[src/hw/rtl/sbic_pkg.sv]
// Shared types, opcode numbers, status codes and the opcode decoder of the bytecode core.
package sbic_pkg;

  localparam int SBIC_STACK_ENTRIES = 16;
  localparam int SBIC_LOCAL_ENTRIES = 16;

  // Status codes
  localparam logic [2:0] ST_OK     = 3'd0;
  localparam logic [2:0] ST_UNSUP  = 3'd1;
  localparam logic [2:0] ST_OVER   = 3'd2;
  localparam logic [2:0] ST_UNDER  = 3'd3;
  localparam logic [2:0] ST_BADLOC = 3'd4;

  // Opcodes, standard JVM numbering
  localparam logic [7:0] OP_ICONST_M1 = 8'h02;
  localparam logic [7:0] OP_ICONST_5  = 8'h08;
  localparam logic [7:0] OP_BIPUSH    = 8'h10;
  localparam logic [7:0] OP_SIPUSH    = 8'h11;
  localparam logic [7:0] OP_ILOAD     = 8'h15;
  localparam logic [7:0] OP_ALOAD     = 8'h19;
  localparam logic [7:0] OP_ILOAD_0   = 8'h1A;
  localparam logic [7:0] OP_ILOAD_3   = 8'h1D;
  localparam logic [7:0] OP_ALOAD_0   = 8'h2A;
  localparam logic [7:0] OP_ALOAD_3   = 8'h2D;
  localparam logic [7:0] OP_ISTORE    = 8'h36;
  localparam logic [7:0] OP_ASTORE    = 8'h3A;
  localparam logic [7:0] OP_ISTORE_0  = 8'h3B;
  localparam logic [7:0] OP_ISTORE_3  = 8'h3E;
  localparam logic [7:0] OP_ASTORE_0  = 8'h4B;
  localparam logic [7:0] OP_ASTORE_3  = 8'h4E;
  localparam logic [7:0] OP_POP       = 8'h57;
  localparam logic [7:0] OP_DUP       = 8'h59;
  localparam logic [7:0] OP_IADD      = 8'h60;
  localparam logic [7:0] OP_ISUB      = 8'h64;
  localparam logic [7:0] OP_IMUL      = 8'h68;
  localparam logic [7:0] OP_IINC      = 8'h84;
  localparam logic [7:0] OP_IF_ICMPGE = 8'hA2;
  localparam logic [7:0] OP_IF_ICMPLE = 8'hA4;
  localparam logic [7:0] OP_GOTO      = 8'hA7;

  typedef struct packed {
    logic [7:0] op;
    logic [7:0] operand_hi;
    logic [7:0] operand_lo;
  } cmd_t;

  typedef struct packed {
    logic [15:0]        next_pc;
    logic signed [31:0] top_value;
    logic [4:0]         depth;
    logic [2:0]         status;
  } rsp_t;

  typedef struct packed {
    logic       known;
    logic [1:0] pops;
    logic [1:0] pushes;
    logic [1:0] len;
    logic       uses_local;
    logic [7:0] loc;
  } dec_t;

  // Write port of a storage array; idx is wide enough for the largest depth.
  typedef struct packed {
    logic        en;
    logic [7:0]  idx;
    logic [31:0] data;
  } wr_t;

  function automatic dec_t sbic_decode(input logic [7:0] op);
    dec_t d;
    d = '0;
    d.known = 1'b1;
    d.len = 2'd1;
    unique case (op) inside
      [OP_ICONST_M1:OP_ICONST_5]: d.pushes = 2'd1;
      OP_BIPUSH: begin
        d.pushes = 2'd1;
        d.len = 2'd2;
      end
      OP_SIPUSH: begin
        d.pushes = 2'd1;
        d.len = 2'd3;
      end
      OP_ILOAD, OP_ALOAD: begin
        d.pushes = 2'd1;
        d.len = 2'd2;
        d.uses_local = 1'b1;
        d.loc = 8'hFF;
      end
      [OP_ILOAD_0:OP_ILOAD_3]: begin
        d.pushes = 2'd1;
        d.uses_local = 1'b1;
        d.loc = op - OP_ILOAD_0;
      end
      [OP_ALOAD_0:OP_ALOAD_3]: begin
        d.pushes = 2'd1;
        d.uses_local = 1'b1;
        d.loc = op - OP_ALOAD_0;
      end
      OP_ISTORE, OP_ASTORE: begin
        d.pops = 2'd1;
        d.len = 2'd2;
        d.uses_local = 1'b1;
        d.loc = 8'hFF;
      end
      [OP_ISTORE_0:OP_ISTORE_3]: begin
        d.pops = 2'd1;
        d.uses_local = 1'b1;
        d.loc = op - OP_ISTORE_0;
      end
      [OP_ASTORE_0:OP_ASTORE_3]: begin
        d.pops = 2'd1;
        d.uses_local = 1'b1;
        d.loc = op - OP_ASTORE_0;
      end
      OP_IADD, OP_ISUB, OP_IMUL: begin
        d.pops = 2'd2;
        d.pushes = 2'd1;
      end
      OP_IINC: begin
        d.len = 2'd3;
        d.uses_local = 1'b1;
        d.loc = 8'hFF;
      end
      OP_DUP: begin
        d.pops = 2'd1;
        d.pushes = 2'd2;
      end
      OP_POP: d.pops = 2'd1;
      OP_IF_ICMPGE, OP_IF_ICMPLE: begin
        d.pops = 2'd2;
        d.len = 2'd3;
      end
      OP_GOTO: d.len = 2'd3;
      default: d.known = 1'b0;
    endcase
    return d;
  endfunction

  // Local index of a word; indexed forms take it from the first code byte.
  function automatic logic [7:0] sbic_local_index(input cmd_t c);
    dec_t d;
    d = sbic_decode(c.op);
    return (d.loc == 8'hFF) ? c.operand_hi : d.loc;
  endfunction

endpackage

[src/hw/rtl/sbic_stack_mem.sv]
// Operand stack memory: one write port, two registered read ports.
module sbic_stack_mem #(
  parameter int ENTRIES = sbic_pkg::SBIC_STACK_ENTRIES,
  localparam int AW = $clog2(ENTRIES)
) (
  input  logic          clk,
  input  sbic_pkg::wr_t wr,
  input  logic          rd_en,
  input  logic [AW-1:0] raddr_a,
  input  logic [AW-1:0] raddr_b,
  output logic [31:0]   rdata_a,
  output logic [31:0]   rdata_b
);
  import sbic_pkg::*;

  logic [31:0] mem [ENTRIES];

  always_ff @(posedge clk) begin
    if (wr.en) begin
      mem[wr.idx[AW-1:0]] <= wr.data;
    end
    if (rd_en) begin
      rdata_a <= mem[raddr_a];
      rdata_b <= mem[raddr_b];
    end
  end

endmodule

[src/hw/rtl/sbic_local_file.sv]
// Local-variable file: memory with written bits so unwritten entries read as zero.
module sbic_local_file #(
  parameter int ENTRIES = sbic_pkg::SBIC_LOCAL_ENTRIES,
  localparam int AW = $clog2(ENTRIES)
) (
  input  logic          clk,
  input  logic          rst,
  input  sbic_pkg::wr_t wr,
  input  logic          rd_en,
  input  logic [AW-1:0] ridx,
  output logic [31:0]   rdata
);
  import sbic_pkg::*;

  logic [31:0]        mem [ENTRIES];
  logic [ENTRIES-1:0] written;

  always_ff @(posedge clk) begin
    if (rst) begin
      written <= '0;
    end else if (wr.en) begin
      written[wr.idx[AW-1:0]] <= 1'b1;
    end
  end

  always_ff @(posedge clk) begin
    if (wr.en) begin
      mem[wr.idx[AW-1:0]] <= wr.data;
    end
    if (rd_en) begin
      // forward a write landing on the same edge
      if (wr.en && wr.idx[AW-1:0] == ridx) begin
        rdata <= wr.data;
      end else if (written[ridx]) begin
        rdata <= mem[ridx];
      end else begin
        rdata <= '0;
      end
    end
  end

endmodule

[src/hw/rtl/sbic_exec.sv]
// Execute logic: checks, arithmetic, branch, next state and result of one word.
module sbic_exec #(
  parameter int STACK_ENTRIES = sbic_pkg::SBIC_STACK_ENTRIES,
  parameter int LOCAL_ENTRIES = sbic_pkg::SBIC_LOCAL_ENTRIES,
  localparam int PW = $clog2(STACK_ENTRIES + 1)
) (
  input  sbic_pkg::cmd_t cmd,
  input  logic [PW-1:0]  sp,
  input  logic [15:0]    pc,
  input  logic [31:0]    tos,
  input  logic [31:0]    nos,
  input  logic [31:0]    third,
  input  logic [31:0]    lval,
  output logic [PW-1:0]  sp_next,
  output logic [15:0]    pc_next,
  output logic [31:0]    tos_next,
  output sbic_pkg::wr_t  stack_wr,
  output sbic_pkg::wr_t  local_wr,
  output sbic_pkg::rsp_t result
);
  import sbic_pkg::*;

  dec_t        dec;
  logic [7:0]  loc;
  logic [15:0] imm16;
  logic [31:0] imm8_sx;
  logic [31:0] inc_sx;
  logic [31:0] imm16_sx;
  logic [31:0] iconst_val;
  logic [31:0] product;
  logic [31:0] push_val;
  logic [31:0] tos_new;
  logic [PW:0] sp_ext;
  logic [PW:0] depth_after;
  logic [2:0]  status;
  logic        ok;
  logic        taken;

  assign dec        = sbic_decode(cmd.op);
  assign loc        = sbic_local_index(cmd);
  assign imm16      = {cmd.operand_hi, cmd.operand_lo};
  assign imm8_sx    = {{24{cmd.operand_hi[7]}}, cmd.operand_hi};
  assign inc_sx     = {{24{cmd.operand_lo[7]}}, cmd.operand_lo};
  assign imm16_sx   = {{16{imm16[15]}}, imm16};
  assign iconst_val = {24'd0, cmd.op} - 32'd3;
  assign product    = nos * tos;
  assign sp_ext     = {1'b0, sp};
  assign depth_after = sp_ext + (PW+1)'(dec.pushes) - (PW+1)'(dec.pops);

  always_comb begin
    if (!dec.known) begin
      status = ST_UNSUP;
    end else if (dec.uses_local && {1'b0, loc} >= 9'(LOCAL_ENTRIES)) begin
      status = ST_BADLOC;
    end else if (sp_ext < (PW+1)'(dec.pops) || sp_ext > (PW+1)'(STACK_ENTRIES)) begin
      status = ST_UNDER;
    end else if (depth_after > (PW+1)'(STACK_ENTRIES)) begin
      status = ST_OVER;
    end else begin
      status = ST_OK;
    end
  end

  assign ok = (status == ST_OK);

  always_comb begin
    case (cmd.op)
      OP_IF_ICMPGE: taken = $signed(nos) >= $signed(tos);
      OP_IF_ICMPLE: taken = $signed(nos) <= $signed(tos);
      OP_GOTO:      taken = 1'b1;
      default:      taken = 1'b0;
    endcase
  end

  always_comb begin
    case (cmd.op) inside
      [OP_ICONST_M1:OP_ICONST_5]: push_val = iconst_val;
      OP_BIPUSH:                  push_val = imm8_sx;
      OP_SIPUSH:                  push_val = imm16_sx;
      OP_ILOAD, OP_ALOAD, [OP_ILOAD_0:OP_ILOAD_3], [OP_ALOAD_0:OP_ALOAD_3]:
                                  push_val = lval;
      OP_IADD:                    push_val = nos + tos;
      OP_ISUB:                    push_val = nos - tos;
      OP_IMUL:                    push_val = product;
      default:                    push_val = tos;
    endcase
  end

  // New top: pushed value, or what a pop uncovers
  always_comb begin
    if (dec.pushes != 2'd0) begin
      tos_new = push_val;
    end else if (dec.pops == 2'd1) begin
      tos_new = nos;
    end else if (dec.pops == 2'd2) begin
      tos_new = third;
    end else begin
      tos_new = tos;
    end
  end

  assign sp_next  = ok ? depth_after[PW-1:0] : sp;
  assign pc_next  = ok ? pc + (taken ? imm16 : 16'(dec.len)) : pc;
  assign tos_next = ok ? tos_new : tos;

  always_comb begin
    stack_wr.en   = ok && (dec.pushes != 2'd0);
    stack_wr.idx  = 8'(depth_after - (PW+1)'(1));
    stack_wr.data = push_val;
    local_wr.en   = ok && dec.uses_local && (dec.pushes == 2'd0);
    local_wr.idx  = loc;
    local_wr.data = (cmd.op == OP_IINC) ? lval + inc_sx : tos;
  end

  always_comb begin
    result.next_pc   = pc_next;
    result.top_value = (sp_next == '0) ? '0 : tos_next;
    result.depth     = 5'(sp_next);
    result.status    = status;
  end

endmodule

[src/hw/rtl/stack_bytecode_integer_core.sv]
// Top level of the integer bytecode core: operand fetch, execute and result registers.
// The core runs one integer JVM bytecode per word on cmd and returns one word on rsp with
// the next pc, the new top of stack (zero when empty), the depth and a status. It sustains
// one instruction per clock cycle unless rsp stalls; a word's result is registered on rsp as
// it leaves execute. At the accept edge the two stack entries under the top and the addressed
// local are read into the operand registers, addressed by the depth that the instruction in
// execute leaves, so the decode and depth checks of execute feed that read address; the longer
// of that path and the 32-bit multiply into the result register sets the clock. The top of
// stack lives in a register. Locals read as zero until written, with one written bit per
// entry cleared by reset, so no clearing pass follows reset. Errors change no state and
// report the unchanged pc and stack.
module stack_bytecode_integer_core #(
  parameter int STACK_ENTRIES = sbic_pkg::SBIC_STACK_ENTRIES,
  parameter int LOCAL_ENTRIES = sbic_pkg::SBIC_LOCAL_ENTRIES
) (
  input  logic           clk,
  input  logic           rst,
  input  logic           cmd_valid,
  output logic           cmd_stall,
  input  sbic_pkg::cmd_t cmd,
  output logic           rsp_valid,
  input  logic           rsp_stall,
  output sbic_pkg::rsp_t rsp
);
  import sbic_pkg::*;

  localparam int PW = $clog2(STACK_ENTRIES + 1);
  localparam int SW = $clog2(STACK_ENTRIES);
  localparam int LW = $clog2(LOCAL_ENTRIES);

  logic          x_valid;
  cmd_t          x_cmd;
  logic [PW-1:0] sp;
  logic [PW-1:0] sp_next;
  logic [PW-1:0] sp_eff;
  logic [15:0]   pc;
  logic [15:0]   pc_next;
  logic [31:0]   tos;
  logic [31:0]   tos_next;
  logic [31:0]   nos;
  logic [31:0]   third;
  logic [31:0]   lval;
  logic [7:0]    cmd_loc;
  wr_t           stack_wr;
  wr_t           local_wr;
  wr_t           stack_wr_c;
  wr_t           local_wr_c;
  rsp_t          result;
  logic          accept;
  logic          advance;
  logic          commit;

  assign advance   = !rsp_valid || !rsp_stall;
  assign commit    = x_valid && advance;
  assign cmd_stall = x_valid && !advance;
  assign accept    = cmd_valid && !cmd_stall;

  // Fetch operands at the depth left by the word now in execute
  assign sp_eff  = commit ? sp_next : sp;
  assign cmd_loc = sbic_local_index(cmd);

  always_comb begin
    stack_wr_c    = stack_wr;
    stack_wr_c.en = stack_wr.en && commit;
    local_wr_c    = local_wr;
    local_wr_c.en = local_wr.en && commit;
  end

  sbic_stack_mem #(
    .ENTRIES(STACK_ENTRIES)
  ) u_stack (
    .clk    (clk),
    .wr     (stack_wr_c),
    .rd_en  (accept),
    .raddr_a(SW'(sp_eff - PW'(2))),
    .raddr_b(SW'(sp_eff - PW'(3))),
    .rdata_a(nos),
    .rdata_b(third)
  );

  sbic_local_file #(
    .ENTRIES(LOCAL_ENTRIES)
  ) u_locals (
    .clk  (clk),
    .rst  (rst),
    .wr   (local_wr_c),
    .rd_en(accept),
    .ridx (cmd_loc[LW-1:0]),
    .rdata(lval)
  );

  sbic_exec #(
    .STACK_ENTRIES(STACK_ENTRIES),
    .LOCAL_ENTRIES(LOCAL_ENTRIES)
  ) u_exec (
    .cmd     (x_cmd),
    .sp      (sp),
    .pc      (pc),
    .tos     (tos),
    .nos     (nos),
    .third   (third),
    .lval    (lval),
    .sp_next (sp_next),
    .pc_next (pc_next),
    .tos_next(tos_next),
    .stack_wr(stack_wr),
    .local_wr(local_wr),
    .result  (result)
  );

  always_ff @(posedge clk) begin
    if (rst) begin
      x_valid   <= 1'b0;
      rsp_valid <= 1'b0;
      sp        <= '0;
      pc        <= '0;
    end else begin
      if (accept) begin
        x_valid <= 1'b1;
      end else if (commit) begin
        x_valid <= 1'b0;
      end
      if (commit) begin
        rsp_valid <= 1'b1;
        sp        <= sp_next;
        pc        <= pc_next;
      end else if (!rsp_stall) begin
        rsp_valid <= 1'b0;
      end
    end
  end

  always_ff @(posedge clk) begin
    if (accept) begin
      x_cmd <= cmd;
    end
    if (commit) begin
      tos <= tos_next;
      rsp <= result;
    end
  end

  a_stall_cause: assert property (@(posedge clk) disable iff (rst)
    cmd_stall |-> x_valid && rsp_valid && rsp_stall)
    else $error("input stalled without a full pipeline and a stalled result");

  a_depth_tracks_sp: assert property (@(posedge clk) disable iff (rst)
    commit |=> rsp_valid && rsp.depth == 5'(sp))
    else $error("reported depth differs from stack pointer");

  a_error_holds_state: assert property (@(posedge clk) disable iff (rst)
    (commit && result.status != ST_OK) |=> $stable(sp) && $stable(pc))
    else $error("faulted word changed stack pointer or pc");

  a_empty_top_zero: assert property (@(posedge clk) disable iff (rst)
    (commit && sp_next == '0) |=> rsp.top_value == 32'sd0)
    else $error("empty stack reported a nonzero top");

  a_sp_bound: assert property (@(posedge clk) disable iff (rst)
    commit |=> sp <= PW'(STACK_ENTRIES))
    else $error("stack pointer beyond stack size");

endmodule

[config.mk]
export PLATFORM = sky130hd
export DESIGN_NAME = stack_bytecode_integer_core
export DESIGN_NICKNAME = d
export VERILOG_FILES = /design/src/hw/rtl/sbic_pkg.sv /design/src/hw/rtl/sbic_stack_mem.sv /design/src/hw/rtl/sbic_local_file.sv /design/src/hw/rtl/sbic_exec.sv /design/src/hw/rtl/stack_bytecode_integer_core.sv
export SDC_FILE = /design/constraint.sdc
export NUM_CORES = 2
export LEC_CHECK = 0
export ABC_CLOCK_PERIOD_IN_PS = 11400
export BUFFER_PORTS_ARGS = -buffer_cell sky130_fd_sc_hd__buf_2
export CORE_ASPECT_RATIO = 1.4
export CORE_MARGIN = 3
export CORE_UTILIZATION = 40
export CTS_BUF_LIST = sky130_fd_sc_hd__clkbuf_8
export DETAILED_ROUTE_END_ITERATION = 8
export GPL_ROUTABILITY_DRIVEN = 0
export GPL_TIMING_DRIVEN = 0
export HOLD_SLACK_MARGIN = 0.03
export PLACE_DENSITY = 0.57
export SLEW_MARGIN = 5
export SYNTH_ARGS = -nofsm -noshare
export SYNTH_HDL_FRONTEND = slang
export SYNTH_HIERARCHICAL = 1
export SYNTH_SLANG_ARGS = --single-unit
[constraint.sdc]
create_clock -name clk -period 11.4 [get_ports clk]
set_input_delay 2.28 -clock clk [delete_from_list [all_inputs] [get_ports clk]]
set_output_delay 2.28 -clock clk [all_outputs]
set_load 0.01 [all_outputs]
# Word-level counts from Yosys, hierarchy flattened

Memory sizes are Yosys's and may differ from the RTL's. A register that Yosys moved wholly into a read port is not among the register bits.
Cells that the tools add are included.

Register bits: 183
RAM bits: 1,024
Bits of input ports: 28
Memories: 2

Reductions and logical operators: 40
Add/subtract/negate cells: 18
Bitwise gates (word level): 1
Multiplexer cells: 43
Multiply operators: 1
Equality and inequality tests: 26
$lt $le $gt $ge: 27

Memories:

| name         | words | bits a word | read ports | clocked after memory_dff | write ports | line                  | text |
|---|---|---|---|---|---|---|---|
| u_locals.mem | 16    | 32          | 1          | 0                        | 1           | sbic_local_file.sv:15 | `logic [31:0] mem [ENTRIES];` |
| u_stack.mem  | 16    | 32          | 2          | 2                        | 1           | sbic_stack_mem.sv:16  | `logic [31:0] mem [ENTRIES];` |

Operators with widths:

| operator                                                       | count |
|---|---|
| two-way mux 32 bit                                             | 14 |
| adder 32 bit                                                   | 2 |
| equality test 8 bit, second input constant                     | 7 |
| equality test 8 x 5 -> 1 bit, second input constant            | 6 |
| case mux 9 bit (5 select lines)                                | 1 |
| equality test 8 x 7 -> 1 bit, second input constant            | 5 |
| case mux 8 bit (5 select lines)                                | 1 |
| equality test 8 x 6 -> 1 bit, second input constant            | 4 |
| >= comparator 32 bit                                           | 1 |
| >= comparator 8 x 6 -> 1 bit, second input constant            | 4 |
| less-or-equal comparator 32 bit                                | 1 |
| less-or-equal comparator 8 x 6 -> 1 bit, second input constant | 4 |
| multiplier 32 x 32 -> 32 bit                                   | 1 |
| two-way mux 16 bit                                             | 2 |
| subtractor 32 bit                                              | 1 |
| subtractor 8 x 6 -> 8 bit, second input constant               | 4 |
| OR reduction 5 bit                                             | 5 |
| >= comparator 8 x 5 -> 1 bit, second input constant            | 3 |
| logical AND 1 bit                                              | 20 |
| OR reduction 20 bit                                            | 1 |
| adder 16 bit                                                   | 1 |
| >= comparator 8 x 7 -> 1 bit, second input constant            | 2 |
| less-or-equal comparator 8 x 5 -> 1 bit, second input constant | 2 |
| less-or-equal comparator 8 x 7 -> 1 bit, second input constant | 2 |
| other kinds (38)                                               | 62 |

# Longest topological paths before layout

Depth after elaboration: 17
Depth in mapped cells: 37
Mapped depth without buffers: 29

# Cells and area by module

The synthesis kept the hierarchy.

Modules (own cells, without submodules):

| module                      | seq. area each (um2) | area each (um2) | cells each | times used |
|---|---|---|---|---|
| sbic_exec                   | 0.0                  | 26,609.3        | 3,490      | 1 |
| sbic_stack_mem              | 17,296.6             | 24,828.8        | 1,141      | 1 |
| sbic_local_file             | 16,656.0             | 21,400.5        | 986        | 1 |
| stack_bytecode_integer_core | 3,823.7              | 4,638.2         | 267        | 1 |

# Worst setup path before layout

No wires, ideal clock.

Path kind: register to register
From: register x_cmd[17] (netlist name)
To: memory u_locals.mem[0][0] (enable)
Buffers on the path: 6
Setup slack: 2,859 ps
Cell stages (with the launch flop): 24
Arrival: 8,077 ps
Setup time: 464 ps
Data required time: 10,936 ps
Cell sequence: edfxtp_1 > inv_1 > ha_1 > clkbuf_1 > inv_1 > o32ai_2 > clkbuf_1 > clkbuf_1 > fa_1 > inv_1 > ha_1 > a21o_1 > a21oi_1 > xnor2_1 > and3_1 > o21ai_0 > or4_1 > buf_2 > buf_2 > buf_1 > nor3_1 > and3_1 > or3b_2 > nor3_1

RTL lines:

| item                   | line                               | text |
|---|---|---|
| from (decl)            | stack_bytecode_integer_core.sv:32  | `cmd_t x_cmd;` |
| from (signal assigned) | stack_bytecode_integer_core.sv:135 | `x_cmd <= cmd;` |
| to (decl)              | sbic_local_file.sv:15              |  |

# Final worst setup path

From: register tos[4]
To: register rsp[39] (netlist name) (data pin)

Word-level cells in the longest chain between the ends: 10
Elaborated cells between the ends (all ways): 12

Ends and longest elaborated chain:

| item                                 | line                               | text |
|---|---|---|
| from (decl)                          | stack_bytecode_integer_core.sv:38  | `logic [31:0] tos;` |
| from (signal assigned)               | stack_bytecode_integer_core.sv:138 | `tos <= tos_next;` |
| multiplier 32 x 32 -> 32 bit         | sbic_exec.sv:46                    | `assign product = nos * tos;` |
| two-way mux 32 bit (2 in series)     | sbic_exec.sv:76                    | `case (cmd.op) inside` |
| two-way mux 32 bit (*) (5 in series) | sbic_exec.sv:76                    |  |
| two-way mux 32 bit (*)               | sbic_exec.sv:91                    | `if (dec.pushes != 2'd0) begin` |
| two-way mux 32 bit (*)               | sbic_exec.sv:104                   | `assign tos_next = ok ? tos_new : tos;` |
| to (signal assigned)                 | stack_bytecode_integer_core.sv:139 | `rsp <= result;` |
| to (decl)                            | stack_bytecode_integer_core.sv:23  | `output sbic_pkg::rsp_t rsp` |

Mark *: on every way between the ends. The rest lies on a longest branch, timed or not.
A chain may end at the register's enable or synchronous reset.

==> impl_summary.md <==
Final layout
From synthesis to final layout, the design area changed by 12.0%. Of the cells placed in the final design, the portion with a size suffix greater than 1 is 0.169. The final core area utilization is 0.452. The cell area after layout is 86,700 µm².

The number of nets in the layout is ~7,000.

Drt
Summing over every cut layer, the via total after detailed routing is between 50,000 and 60,000. The DRC violation total after the first TritonRoute iteration is 6,346. The first detailed-routing pass ran for 7 iterations. The detail route stage leaves a number of antenna-violating nets equal to 0.

After detailed routing, the number of vias per cell comes to just over 6. The final routed wire length divided by cell count is between 30 and 40 µm. Summed over all layers, the routed wires come to 280 mm. After detailed routing, the number of remaining DRC violations is 0.

Pwr
After layout, the design draws a total of 23.5 mW. Summed over all cells, the static leakage comes to 31.8 nW. Summed over all nets, the switching power comes to 10.9 mW. The share of total power dissipated in the clock network is 0.163.

The internal power of the cells totals between 10 and 15 mW. The share of total power in combinational logic is 0.611. Of the total power, registers draw 0.227.

Dividing total power by cell area gives a power density of 271 nW/µm². Across the VDD grid, the largest voltage drop is 0.904 mV. Of the total power, the share spent switching nets is 0.466.

Die
For this design the top-level I/O count stands at between 80 and 90. The area of the die is 199,000 µm². The initial utilization of the core area, before any placement, comes to 0.404. The floorplan row count is 190. In this run the standard cell core region covers around 190,000 µm². The die width is about 380 µm. The floorplan step set the die height to about 530 µm.

Global route
The first global-routing pass estimated around 400 mm of wire. The largest net degree at the start of global routing is between 70 and 80. The via count of the first global-routing pass is about 56,000. The sum of overflow across all layers after global routing is 0.

The number of antenna violations at the first check in global routing is 28. The global router's overall resource usage is 0.282.

STA
Setup violations remaining at the end of the flow were counted as 0. The final cycle utilization of the critical path is 0.983. Setup repair after global routing left no endpoint under its margin.

The time the worst path needs with I/O delays and setup is 11,200 ps. The smallest hold slack is ~470 ps. The worst slew slack as a fraction of its limit is 0.0753.

The count of final max-slew check failures was 0. The post-route clock skew is 119 ps. The total count of hold-check failures in the final report is 0. The worst path meets setup with 195 ps of slack. The highest attainable clock frequency is ~89 MHz. For the pin with the worst max-slew slack, the measured transition is roughly 1400 ps.

Clocking
TritonCTS built the clock tree. After clock tree synthesis, the clock-pin slew on the worst setup and hold paths is 70 ps. The worst-skew pair later-pin latency is slightly below 1000 ps.

The CTS root buffer is clkbuf_8. The post-CTS setup-driven buffer insertion count is 0. The clock tree buffer depth is 4. The H-tree depth is 4. The clock sink count is 1,271. The count of hold-fix buffers inserted at cts is 0. The count of instances resized after the clock tree is built is 0.

The total CTS buffers is 199.

Critical path
The critical path is of the reg2reg type. The startpoint type of the worst setup path is a flip-flop. The destination of the critical timing path is rsp[39]. STA puts the critical path data required time at between 10,000 and 15,000 ps. In this run the worst path has a maximum fanout of 10. Data on the critical path arrives at its endpoint at roughly 12,000 ps. The capturing point of the worst reg2reg path is rsp[39].

Counting cells, the worst reg-to-reg path comes to 25. The reg-to-reg startpoint is tos[4]. The sort of element at the end of the critical path is a flip-flop. The slack of the worst reg-to-reg path is between 150 and 200 ps. The worst setup path startpoint is tos[4].

Job
The number of maximum-capacitance violations is 0.

Synth
In this run the cell area of the synthesized design comes to about 77,000 µm². Yosys printed 6 warnings. The average footprint of a synthesized cell is around 13 µm². Synthesis produced a netlist whose cell count is between 5,000 and 6,000. The number of nets in the synthesized netlist is roughly 6,600.

Placement
The post-detailed-placement half-perimeter wirelength is 209 mm. The post-placement cell area is around 83,000 µm². Before CTS, the worst setup slack after placement is roughly 120 ps. Port buffering added 85 buffers.

Worst hold path
The class of the tightest hold or removal check is reg2reg.

Status
The run finished with clean final reports.
state kept, by name, summed over array words and instances, names as in the netlist:
| name | count |
|---|---|
| u_locals/mem | 512 |
| x_cmd | 24 |
| sp | 5 |
| x_valid | 1 |
| u_stack/rdata_b | 32 |
| rsp | 56 |
| u_stack/mem | 512 |
| u_stack/rdata_a | 32 |
| pc | 16 |
| rsp_valid | 1 |
| u_locals/written | 16 |
| u_locals/rdata | 32 |
| tos | 32 |
final cells by class:
| cell class | instances | area (µm²) |
|---|---|---|
| Multi-Input combinational cell | 3720 | 36400 |
| Sequential cell | 1271 | 37800 |
| Buffer | 383 | 1800 |
| Inverter | 500 | 1880 |
| Clock buffer | 209 | 2880 |
| Fill cell | 17200 | 105000 |
| Antenna cell | 16 | 40.0 |
| Tap cell | 2496 | 3120 |
| Clock inverter | 141 | 930 |
| Timing Repair Buffer | 187 | 1880 |
worst max-delay path, stage by stage, from the launching register on:
cell and delay (ps):
edfxtp_1 600, clkbuf_1 780, clkbuf_1 1050, and2_1 270
fa_1 410, inv_1 80, fa_1 430, fa_1 500
fa_1 550, inv_1 50, fa_1 480, fa_1 510
fa_1 420, fa_1 460, ha_1 400, a21oi_1 490
o21bai_1 160, a2111oi_0 510, o2bb2ai_1 220, o41ai_1 460
o21ai_0 320, xnor2_1 290, o211ai_1 300, o2111a_1 360
o21ai_0 190, a211oi_2 540
worst min-delay path by stage:
stage	start	endpoint	slack (ps)	cells after the start
2_1_floorplan	u_locals/written[12]	u_locals/written[12]	430	2
3_5_place_dp	pc[15]	pc[15]	460	2
5_1_grt	u_locals/written[9]	u_locals/written[9]	490	2
3_3_place_gp	u_locals/written[14]	u_locals/written[14]	450	2
4_1_cts	pc[15]	pc[15]	470	2
6_report	u_locals/written[15]	u_locals/written[15]	470	2
layer usage:
| layer | part of all wire | vias up | GRT usage |
|---|---|---|---|
| li1 | - | 22400 | - |
| met1 | 0.35 | 27600 | 0.329 |
| met2 | 0.47 | 3092 | 0.454 |
| met3 | 0.089 | 980 | 0.0675 |
| met4 | 0.089 | 16 | 0.202 |
| met5 | 0.00052 | - | 0.00196 |
power groups by stage:
stage	clock network [mW]	logic, mW	registers (mW)
3_5_place_dp	0	13.8	5.41
3_3_place_gp	0	13.8	5.42
2_1_floorplan	0	9.23	5.37
6_report	3.82	14.3	5.31
4_1_cts	3.91	14.0	5.31
5_1_grt	4.11	15.3	5.31
metrics by stage:
stage,setup TNS (ps),instances
finish,0,8923
global route,0,8912
CTS,0,8906
detailed placement,0,8556
global placement,-419490,8455
floorplan,0,5874
cell usage in the layout, fill, tap and decap left out, drive strengths merged, types with 75 or more instances in the layout:
cell and n:
a21oi 220, edfxtp 1232, and2 303, inv 559, nand2 537, clkbuf 440, o21ai 180, xnor2 123
ha 262, nor2 305, nand3 75, mux4 388, fa 414, a22oi 136, buf 336
(Power assumes the default switching activity.)
